## config.mk

```make
export PLATFORM = sky130hd
export DESIGN_NAME = panel_serial_register_port
export DESIGN_NICKNAME = d
export VERILOG_FILES = /design/src/psr_pkg.sv /design/src/psr_core.sv /design/src/panel_serial_register_port.sv
export SDC_FILE = /design/constraint.sdc
export NUM_CORES = 1
export LEC_CHECK = 0
export ABC_AREA = 1
export ABC_CLOCK_PERIOD_IN_PS = 5100
export BUFFER_PORTS_ARGS = -buffer_cell sky130_fd_sc_hd__buf_2
export CAP_MARGIN = 10
export CORE_MARGIN = 2
export CORE_UTILIZATION = 55
export DETAILED_ROUTE_END_ITERATION = 10
export GPL_TIMING_DRIVEN = 1
export PLACE_DENSITY = 0.81
export SLEW_MARGIN = 40
export SYNTH_ARGS = -nofsm -noshare
export SYNTH_HDL_FRONTEND = slang
export SYNTH_SLANG_ARGS = --single-unit
```

## constraint.sdc

```tcl
create_clock -name clk -period 5.1 [get_ports clk]
set_clock_uncertainty 0.05 [all_clocks]
set_input_delay 0 -clock clk [delete_from_list [all_inputs] [get_ports clk]]
set_output_delay 0 -clock clk [all_outputs]
set_load 0.01 [all_outputs]
```

## src/psr_pkg.sv

```systemverilog
// shared constants and types for the panel serial register port
package psr_pkg;

    localparam logic [1:0] FUNC_BIT   = 2'd0;
    localparam logic [1:0] FUNC_WRITE = 2'd1;
    localparam logic [1:0] FUNC_READ  = 2'd2;

    localparam logic [2:0] PH_IDLE  = 3'd0;
    localparam logic [2:0] PH_INDEX = 3'd1;
    localparam logic [2:0] PH_GAP   = 3'd2;
    localparam logic [2:0] PH_WVAL  = 3'd3;
    localparam logic [2:0] PH_RCMD  = 3'd4;
    localparam logic [2:0] PH_RIN   = 3'd5;

    localparam int unsigned FRAME_BITS = 24;
    localparam int unsigned CNT_W      = 5;

    localparam logic [7:0] HDR_INDEX = 8'h70;
    localparam logic [7:0] HDR_WVAL  = 8'h72;
    localparam logic [7:0] HDR_RCMD  = 8'h73;

    localparam logic [CNT_W-1:0] CNT_FRAME = CNT_W'(FRAME_BITS);
    localparam logic [CNT_W-1:0] CNT_BYTE  = CNT_W'(8);

    typedef struct packed {
        logic        cs_n;
        logic        sdo;
        logic        sclk_pulse;
        logic        busy_res;
        logic [15:0] read_data;
        logic        read_valid;
        logic        cmd_rejected;
    } res_t;

endpackage

```

## src/psr_core.sv

```systemverilog
// transfer sequencer: frame shift registers, bit counter and phase
module psr_core
(
    input  logic                  clk,
    input  logic                  rst_n,
    input  logic                  step,
    input  logic [1:0]            func,
    input  logic [15:0]           reg_addr,
    input  logic [15:0]           reg_value,
    input  logic                  sdi_bit,
    output psr_pkg::res_t         res
);

    logic [23:0]                tx_shift_reg, tx_shift_next;
    logic [23:0]                rx_shift_reg, rx_shift_next;
    logic [psr_pkg::CNT_W-1:0]  bit_left_reg, bit_left_next;
    logic [2:0]                 phase_reg, phase_next;
    logic                       is_read_reg, is_read_next;
    logic [15:0]                held_value_reg, held_value_next;

    logic                       start;
    logic                       active;
    logic [2:0]                 ph_eff;
    logic [23:0]                tx_eff;
    logic [psr_pkg::CNT_W-1:0]  cnt_eff;
    logic [psr_pkg::CNT_W-1:0]  cnt_dec;
    logic [23:0]                rx_new;

    always_comb
    begin
        start  = (func == psr_pkg::FUNC_WRITE) || (func == psr_pkg::FUNC_READ);
        active = (phase_reg >= psr_pkg::PH_INDEX) && (phase_reg <= psr_pkg::PH_RIN);

        tx_shift_next   = tx_shift_reg;
        rx_shift_next   = rx_shift_reg;
        is_read_next    = is_read_reg;
        held_value_next = held_value_reg;

        res              = '0;
        res.cs_n         = 1'b1;
        res.cmd_rejected = active && start;

        // a start from idle loads the index frame and sends its first bit now
        ph_eff  = phase_reg;
        tx_eff  = tx_shift_reg;
        cnt_eff = bit_left_reg;
        if (!active)
        begin
            ph_eff = psr_pkg::PH_IDLE;
            if (start)
            begin
                ph_eff          = psr_pkg::PH_INDEX;
                tx_eff          = {psr_pkg::HDR_INDEX, reg_addr};
                cnt_eff         = psr_pkg::CNT_FRAME;
                is_read_next    = (func == psr_pkg::FUNC_READ);
                held_value_next = reg_value;
            end
        end

        cnt_dec = (cnt_eff != '0) ? cnt_eff - 1'b1 : cnt_eff;
        rx_new  = {rx_shift_reg[22:0], sdi_bit};

        phase_next    = ph_eff;
        bit_left_next = cnt_eff;
        tx_shift_next = tx_eff;

        case (ph_eff)
            psr_pkg::PH_INDEX, psr_pkg::PH_WVAL, psr_pkg::PH_RCMD:
            begin
                res.cs_n       = 1'b0;
                res.sdo        = tx_eff[23];
                res.sclk_pulse = 1'b1;
                tx_shift_next  = {tx_eff[22:0], 1'b0};
                bit_left_next  = cnt_dec;
                if (cnt_dec == '0)
                begin
                    case (ph_eff)
                        psr_pkg::PH_INDEX: phase_next = psr_pkg::PH_GAP;
                        psr_pkg::PH_RCMD:
                        begin
                            rx_shift_next = '0;
                            bit_left_next = psr_pkg::CNT_FRAME;
                            phase_next    = psr_pkg::PH_RIN;
                        end
                        default: phase_next = psr_pkg::PH_IDLE;
                    endcase
                end
            end
            psr_pkg::PH_GAP:
            begin
                // chip select high for one period, then load the second frame
                if (is_read_reg)
                begin
                    tx_shift_next = {psr_pkg::HDR_RCMD, 16'h0000};
                    bit_left_next = psr_pkg::CNT_BYTE;
                    phase_next    = psr_pkg::PH_RCMD;
                end
                else
                begin
                    tx_shift_next = {psr_pkg::HDR_WVAL, held_value_reg};
                    bit_left_next = psr_pkg::CNT_FRAME;
                    phase_next    = psr_pkg::PH_WVAL;
                end
            end
            psr_pkg::PH_RIN:
            begin
                res.cs_n       = 1'b0;
                res.sclk_pulse = 1'b1;
                rx_shift_next  = rx_new;
                bit_left_next  = cnt_dec;
                if (cnt_dec == '0)
                begin
                    // middle byte of the received frame is dropped
                    res.read_data  = {rx_new[23:16], rx_new[7:0]};
                    res.read_valid = 1'b1;
                    phase_next     = psr_pkg::PH_IDLE;
                end
            end
            default:
            begin
                phase_next = psr_pkg::PH_IDLE;
            end
        endcase

        res.busy_res = (phase_next != psr_pkg::PH_IDLE);
    end

    always_ff @(posedge clk or negedge rst_n)
    begin
        if (!rst_n)
        begin
            tx_shift_reg   <= '0;
            rx_shift_reg   <= '0;
            bit_left_reg   <= '0;
            phase_reg      <= psr_pkg::PH_IDLE;
            is_read_reg    <= 1'b0;
            held_value_reg <= '0;
        end
        else if (step)
        begin
            tx_shift_reg   <= tx_shift_next;
            rx_shift_reg   <= rx_shift_next;
            bit_left_reg   <= bit_left_next;
            phase_reg      <= phase_next;
            is_read_reg    <= is_read_next;
            held_value_reg <= held_value_next;
        end
    end

endmodule

```

## src/panel_serial_register_port.sv

```systemverilog
// top level of the panel serial register port
// usage:
//   each input word is one serial bit period on the panel's three-wire port.
//   func selects a plain period, a register write start or a register read
//   start; reg_addr and reg_value are taken in the start period.
//   each input word yields exactly one output word carrying cs_n, sdo,
//   sclk_pulse, busy_res, and on the last read period read_valid with
//   read_data; cmd_rejected flags a start that arrived while busy.
//   an input register, then one pass of the sequencer logic into the output
//   register. throughput is one word per cycle while the receiver does not
//   stall, set by the update of the phase, counter and shift registers.
//   a write takes 49 periods, a read 57 periods (index frame, gap period,
//   command byte, 24 input bits).
//   reset clears the sequencer to idle and empties both register stages.
//   when the receiver stalls, the output word holds, and the input stage
//   fills and then stalls the sender; no word is dropped or repeated.
module panel_serial_register_port
(
    input  logic        clk,
    input  logic        rst_n,
    input  logic        in_valid,
    output logic        in_stall,
    input  logic [1:0]  func,
    input  logic [15:0] reg_addr,
    input  logic [15:0] reg_value,
    input  logic        sdi_bit,
    output logic        out_valid,
    input  logic        out_stall,
    output logic        cs_n,
    output logic        sdo,
    output logic        sclk_pulse,
    output logic        busy_res,
    output logic [15:0] read_data,
    output logic        read_valid,
    output logic        cmd_rejected
);

    logic          in_valid_reg;
    logic [1:0]    func_reg;
    logic [15:0]   reg_addr_reg;
    logic [15:0]   reg_value_reg;
    logic          sdi_bit_reg;
    logic          out_valid_reg;
    psr_pkg::res_t res_reg;
    psr_pkg::res_t res_next;
    logic          out_free;
    logic          step;
    logic          in_take;

    assign out_free = !out_valid_reg || !out_stall;
    assign step     = in_valid_reg && out_free;
    assign in_stall = in_valid_reg && !out_free;
    assign in_take  = in_valid && !in_stall;

    psr_core u_core
    (
        .clk       (clk),
        .rst_n     (rst_n),
        .step      (step),
        .func      (func_reg),
        .reg_addr  (reg_addr_reg),
        .reg_value (reg_value_reg),
        .sdi_bit   (sdi_bit_reg),
        .res       (res_next)
    );

    always_ff @(posedge clk or negedge rst_n)
    begin
        if (!rst_n)
        begin
            in_valid_reg  <= 1'b0;
            out_valid_reg <= 1'b0;
        end
        else
        begin
            if (!in_stall)
            begin
                in_valid_reg <= in_valid;
            end
            if (out_free)
            begin
                out_valid_reg <= step;
            end
        end
    end

    always_ff @(posedge clk)
    begin
        if (in_take)
        begin
            func_reg      <= func;
            reg_addr_reg  <= reg_addr;
            reg_value_reg <= reg_value;
            sdi_bit_reg   <= sdi_bit;
        end
        if (step)
        begin
            res_reg <= res_next;
        end
    end

    assign out_valid    = out_valid_reg;
    assign cs_n         = res_reg.cs_n;
    assign sdo          = res_reg.sdo;
    assign sclk_pulse   = res_reg.sclk_pulse;
    assign busy_res     = res_reg.busy_res;
    assign read_data    = res_reg.read_data;
    assign read_valid   = res_reg.read_valid;
    assign cmd_rejected = res_reg.cmd_rejected;

endmodule
```

# Word-level counts from Yosys, hierarchy flattened
# Cells that the tools add are included.
[totals] register_bits=131 latch_bits=0 mem_bits_rw=0 rom_bits=0 input_bits=39 out_inout_bits=24 wordCells=76 n_memories=0
[op_classes] add_sub_neg=1 n_mul=0 div=0 magnitude_cmp=2 n_eq_ne=9 shift=0 n_mux=24 n_bitwise=1 reduce_logical=20
[ops] cell="2-to-1 mux 24 bit" n=2
[ops] cell="one-hot mux 24 bit (2 select lines)" n=1
[ops] cell="2-to-1 mux 23 bit" n=2
[ops] cell="one-hot mux 23 bit (2 select lines)" n=1
[ops] cell="2-to-1 mux 5 bit" n=6
[ops] cell="2-to-1 mux 17 bit" n=1
[ops] cell="one-hot mux 5 bit (3 select lines)" n=1
[ops] cell="2-to-1 mux 3 bit" n=4
[ops] cell="one-hot mux 3 bit (3 select lines)" n=1
[ops] cell="== test 3 x 2 -> 1 bit (second input constant)" n=2
[ops] cell="== test 3 bit (second input constant)" n=2
[ops] cell="one-hot mux 3 bit (2 select lines)" n=1
[ops] cell="logical AND 1 bit" n=5
[ops] cell="logical NOT 5 bit" n=1
[ops] cell="nonzero test 5 bit" n=1
[ops] cell="subtractor 5 x 1 -> 5 bit (second input constant)" n=1
[ops] cell="logical NOT 1 bit" n=4
[ops] cell="2-to-1 mux 1 bit" n=4
[ops] cell="inequality test 2 x 1 -> 1 bit (second input constant)" n=2
[ops] cell="AND reduction 4 bit" n=1
[ops] cell="OR reduction 4 bit" n=1
[ops] cell="== test 3 x 1 -> 1 bit (second input constant)" n=1
[ops] cell="greater-or-equal comparator 3 x 1 -> 1 bit (second input constant)" n=1
[ops] cell="less-or-equal comparator 3 bit (second input constant)" n=1
[ops] cell="9 further kinds" n=10

# Depth between registers and ports, before layout
[depth] depth_word=10 ltp_mapped=20 depth_no_buf=20

# Cells and area by module
# A second synthesis with hierarchy kept.
[hier_totals] hier_cells=584 hier_area_um2=5677.9
[by_module_without_submodules] mod="psr_core" n_inst=1 cells_each=515 area_each_um2=3871.2 seq_area_each_um2=1801.7
[by_module_without_submodules] mod="panel_serial_register_port" n_inst=1 cells_each=69 area_each_um2=1806.7 seq_area_each_um2=1761.7

# Worst setup path before layout
# OpenSTA, ideal clock, no wires.
[synth_timing] kind="flip-flop to flip-flop" startpoint="reg func_reg[1]" endpoint="reg res_reg, in the netlist busy_res (data pin)" setup_time_ns=0.254 arrival_ns=2.252 t_required_ns=4.796 slack_ns=2.543 stages_incl_launch_ff=19 path_buffers=2 synth_period_minus_slack_ns=2.557 cell_sequence="edfxtp_1 -> ha_1 -> inv_1 -> nand2_4 -> buf_6 -> nand2_2 -> ha_1 -> inv_1 -> nor2_2 -> nand2_2 -> nand2_1 -> nand2_1 -> nor2_1 -> nand3_2 -> buf_2 -> nand2_1 -> nand3_1 -> nor2_1 -> nand2_1"
[synth_lines] item="start, declared" line_no="panel_serial_register_port.sv:39" source="logic [1:0] func_reg;"
[synth_lines] item="start signal, assigned" line_no="panel_serial_register_port.sv:91" source="func_reg <= func;"
[synth_lines] item="end signal, assigned" line_no="panel_serial_register_port.sv:98" source="res_reg <= res_next;"
[synth_lines] item="end, declared" line_no="panel_serial_register_port.sv:44" source="psr_pkg::res_t res_reg;"

# Worst setup path after layout
[layout_timing] startpoint="reg func_reg[0]" endpoint="reg u_core.rx_shift_reg[6]"
[layout_between] elab_chain_cells=9 word_cells_on_any_way=21 cone_classes="add/sub: 1; eq/ne: 8; mux: 6; reduce/logical: 6"
[layout_lines] item="== test 2 x 1 -> 1 bit or == test 2 bit (tied branches)" line_no="psr_core.sv:31" source="start = (func == psr_pkg::FUNC_WRITE) || (func == psr_pkg::FUNC_READ);"
[layout_lines] item="logical OR 1 bit *" line_no="psr_core.sv:31"
[layout_lines] item="2-to-1 mux 5 bit" line_no="psr_core.sv:50" source="if (start)"
[layout_lines] item="2-to-1 mux 5 bit" line_no="psr_core.sv:47" source="if (!active)"
[layout_lines] item="subtractor 5 x 1 -> 5 bit or nonzero test 5 bit (tied branches)" line_no="psr_core.sv:60" source="cnt_dec = (cnt_eff != '0) ? cnt_eff - 1'b1 : cnt_eff;"
[layout_lines] item="2-to-1 mux 5 bit" line_no="psr_core.sv:60"
[layout_lines] item="logical NOT 5 bit" line_no="psr_core.sv:75" source="if (cnt_dec == '0)"
[layout_lines] item="inequality test 2 x 1 -> 1 bit (no line)"
[layout_lines] item="AND reduction 4 bit (no line)"
[layout_lines] item="end signal, assigned" line_no="psr_core.sv:142" source="rx_shift_reg <= rx_shift_next;"
[layout_lines] item="end, declared" line_no="psr_core.sv:15" source="logic [23:0] rx_shift_reg, rx_shift_next;"
# Every way passes the cells marked *; elsewhere a longest branch is shown, timed or not.
# A chain may end at the register's enable or synchronous reset.

==> metrics.cfg <==
[grt]
grt_first_pass_wirelength_mm = 22.6
track_usage_pct = 25.4
grt_overflow = 0
grt_pass1_vias = 4870
grt_max_degree = 75
antenna_found_initial = 0

[finish]
fin_nets = 761
final_common_cell = nand2_1
drive_above_1_share_pct = 19.1
regArea_um2 = 3560
antenna_cells = 0
largest_reg_flops = 24
mostFrequentLayoutCells = 176 x nand2_1, 74 x dfrtp_1, 62 x buf_2
multi_input_area_um2 = 1930
finish.utilization_pct = 70.5
fin_area_um2 = 7310
num-fill-cells = 717
syn2layout_area_growth_pct = 23.6

[clocking]
clock-sinks = 131
h-tree-depth = 4
cts_buffer_depth = 2
clk_latency_ns = 0.52
cts_tree = done
cts_buffers = 17
cts_root_buf = clkbuf_8
cts_setup_buffers = 0
cts.clk_slew.worst_paths_ns = 0.06

[power]
internal_power_uw = 2580
p_total_uw = 4080
ir_worst_vdd_mv = 0.347
pwr-share-seq_pct = 36.7
p_sw_share_pct = 36.7
p_switching_uw = 1500
comb_power_share_pct = 33.4
clock_power_share_pct = 30.0
p_per_area_nw_per_um2 = 558
leakagePower_uw = 0.00334

[floorplanning]
io_pins = 63
die_h_um = 108
rows = 37
initial_core_util_pct = 57.0
core_area_um2 = 10400
dieArea_um2 = 11600
die_w_um = 108

[timing]
finalCriticalPeriod_ns = 4.32
worstMarginPinSlew_ns = 0.848
hold_viol_final = 0
slew-limit-headroom_pct = 43.4
fin_crit_sh_pct = 84.7
drv_slew = 0
rsz0062_at_grt = no
whs_ns = 0.0592
fmaxAchievable_mhz = 231
finalSetupTns_ns = 0
setup_viol = 0

[logic_synthesis]
ys_types = 36
yosysSeqAreaShare_pct = 60.3
synthCells = 623
ys_warn_count = 0
netlist_area_um2 = 5910
ys.flop_type = dfrtp_1
syn_area_per_cell_um2 = 9.49
yosysTopAreaCell = dfrtp_1
synth_edf_count = 57
synthArstFlopShare_pct = 56.5
synthTopCellsByArea = dfrtp_1 31%, edfxtp_1 29%, nand2_1 11%
ys_ff_latch = 131
syn_nets = 665
synth_top_area_share_pct = 31.3

[worst_setup_path]
r2r_cells = 19
cp_slowest_stage_delay_ns = 0.65
required_ns = 5.46
crit_path_cell_trace = inv_1 > ha_1 > inv_1 > nand2_4 > inv_2 > nor2_1 > inv_1 > ha_1 > inv_1 > nor2_2 > nand2_2 > nand2_1 > nand2_1 > nor2_1 > nand3_2 > o21ai_4 > nand2_2 > nand2_1 > nand2_1
crit_slowest_cell = o21ai_4
r2r_setup_slack_ns = 0.78
r2r_end = u_core.rx_shift_reg[6]
cp-start-kind = flip-flop
cp-endpoint = u_core.rx_shift_reg[6]
cp.arrival_ns = 4.68
critical_path_class = reg2reg
r2r-start = func_reg[0]
cp-end-kind = flip-flop
cp-startpoint = func_reg[0]
cp_max_fo = 32

[routing]
detail_route.wl_per_cell_um = 15.2
route.vias.total = 4728
drc = 0
viasPerCell = 5.45
wl_mm = 13.2
ant_nets = 0
drt-initial-drc-count = 354
first_pass_iters = 6

[placed_design]
gp_congestion = 0.844
io_buffer_count = 62
dp_hpwl_mm = 7.84
place_area_um2 = 6280

[job]
maxCapViolations = 0

[worst_hold_path]
hold_path_class = in2async

[outcome]
status = finished clean

## cell families (layout without fill, tap and decap cells)
family | Yosys count | in the layout | synth area share, %
buf+inv | 102 | 211 | 7.11
mux | 17 | 17 | 3.24
compound gates | 69 | 69 | 6.67
fa+ha+maj | 3 | 3 | 0.635
simple gates | 300 | 300 | 21.9
xor+xnor | 1 | 1 | 0.148
flops | 131 | 131 | 60.3
## layout make-up
type                            count  share of cell area, %
Inverter                           73                   3.75
Sequential cell                   131                   48.8
Clock inverter                     11                   2.09
Clock buffer                       21                   6.15
Timing Repair Buffer              106                   10.5
Multi-Input combinational cell    390                   26.5
Tap cell                          136                   2.33
## worst max-delay path: cells and delay by family (launching register included)
family | cells | cell delay [ns]
AOI/OAI and AO/OA | 1 | 0.65
adders and majority gates | 2 | 0.50
buffers and inverters | 5 | 0.72
DFF | 1 | 0.32
and+or+nand+nor | 11 | 1.95
## layer usage
| layer | track usage, % | up-vias | wire (µm) | part of all wire, % |
|---|---|---|---|---|
| li1 | - | 2238 | - | - |
| met1 | 30.7 | 2241 | 5070 | 39 |
| met2 | 42.6 | 200 | 6910 | 52 |
| met3 | 5.69 | 49 | 754 | 5.7 |
| met4 | 13.3 | 0 | 439 | 3.3 |
| met5 | 0 | - | 0 | 0 |
## power by group through the flow
stage	Sequential, µW	Clock, µW	Combinational, µW
floorplan	1480	0	1040
global placement	1490	0	1230
detailed placement	1500	0	1290
CTS	1490	1230	1340
global route	1520	1280	1540
finish	1500	1220	1360
## per-stage QoR
stage	instances	setup WS (ns)
finish	868	0.780
global placement	795	1.16
CTS	867	0.813
global route	868	0.326
detailed placement	795	0.843
floorplan	623	2.54
## cell usage after synthesis, types with 2 or more instances
master,number
a21oi_1,22
a22oi_1,2
a31oi_1,3
a32oi_1,2
buf_2,6
buf_4,2
buf_6,3
clkbuf_1,18
dfrtp_1,74
edfxtp_1,57
ha_1,3
inv_1,63
inv_2,10
mux2_2,17
nand2_1,176
nand2_2,4
nand2_4,2
nand3_1,42
nand3_2,3
nand3b_1,8
nor2_1,42
nor2_2,3
nor3_1,17
o21ai_0,16
o21ai_1,14
o22ai_1,3
o31ai_1,2
## repair_timing
action | 4_1_cts | 5_1_grt
hold buffers | 40 | 0
resized for setup | 0 | 0
endpoints found under the hold margin | 111 | 0
## worst min-delay path by stage
stage	startpoint	to	depth (start not counted)
after global routing	rst_n	u_core.bit_left_reg[3]	3
after CTS	rst_n	u_core.bit_left_reg[4]	3
after detailed placement	rst_n	u_core.phase_reg[1]	2
after global placement	reg_value[6]	reg_value_reg[6]	1
final	rst_n	u_core.bit_left_reg[3]	3
after floorplan	rst_n	in_valid_reg	0
Note: power is estimated with default switching activity, not from simulation.
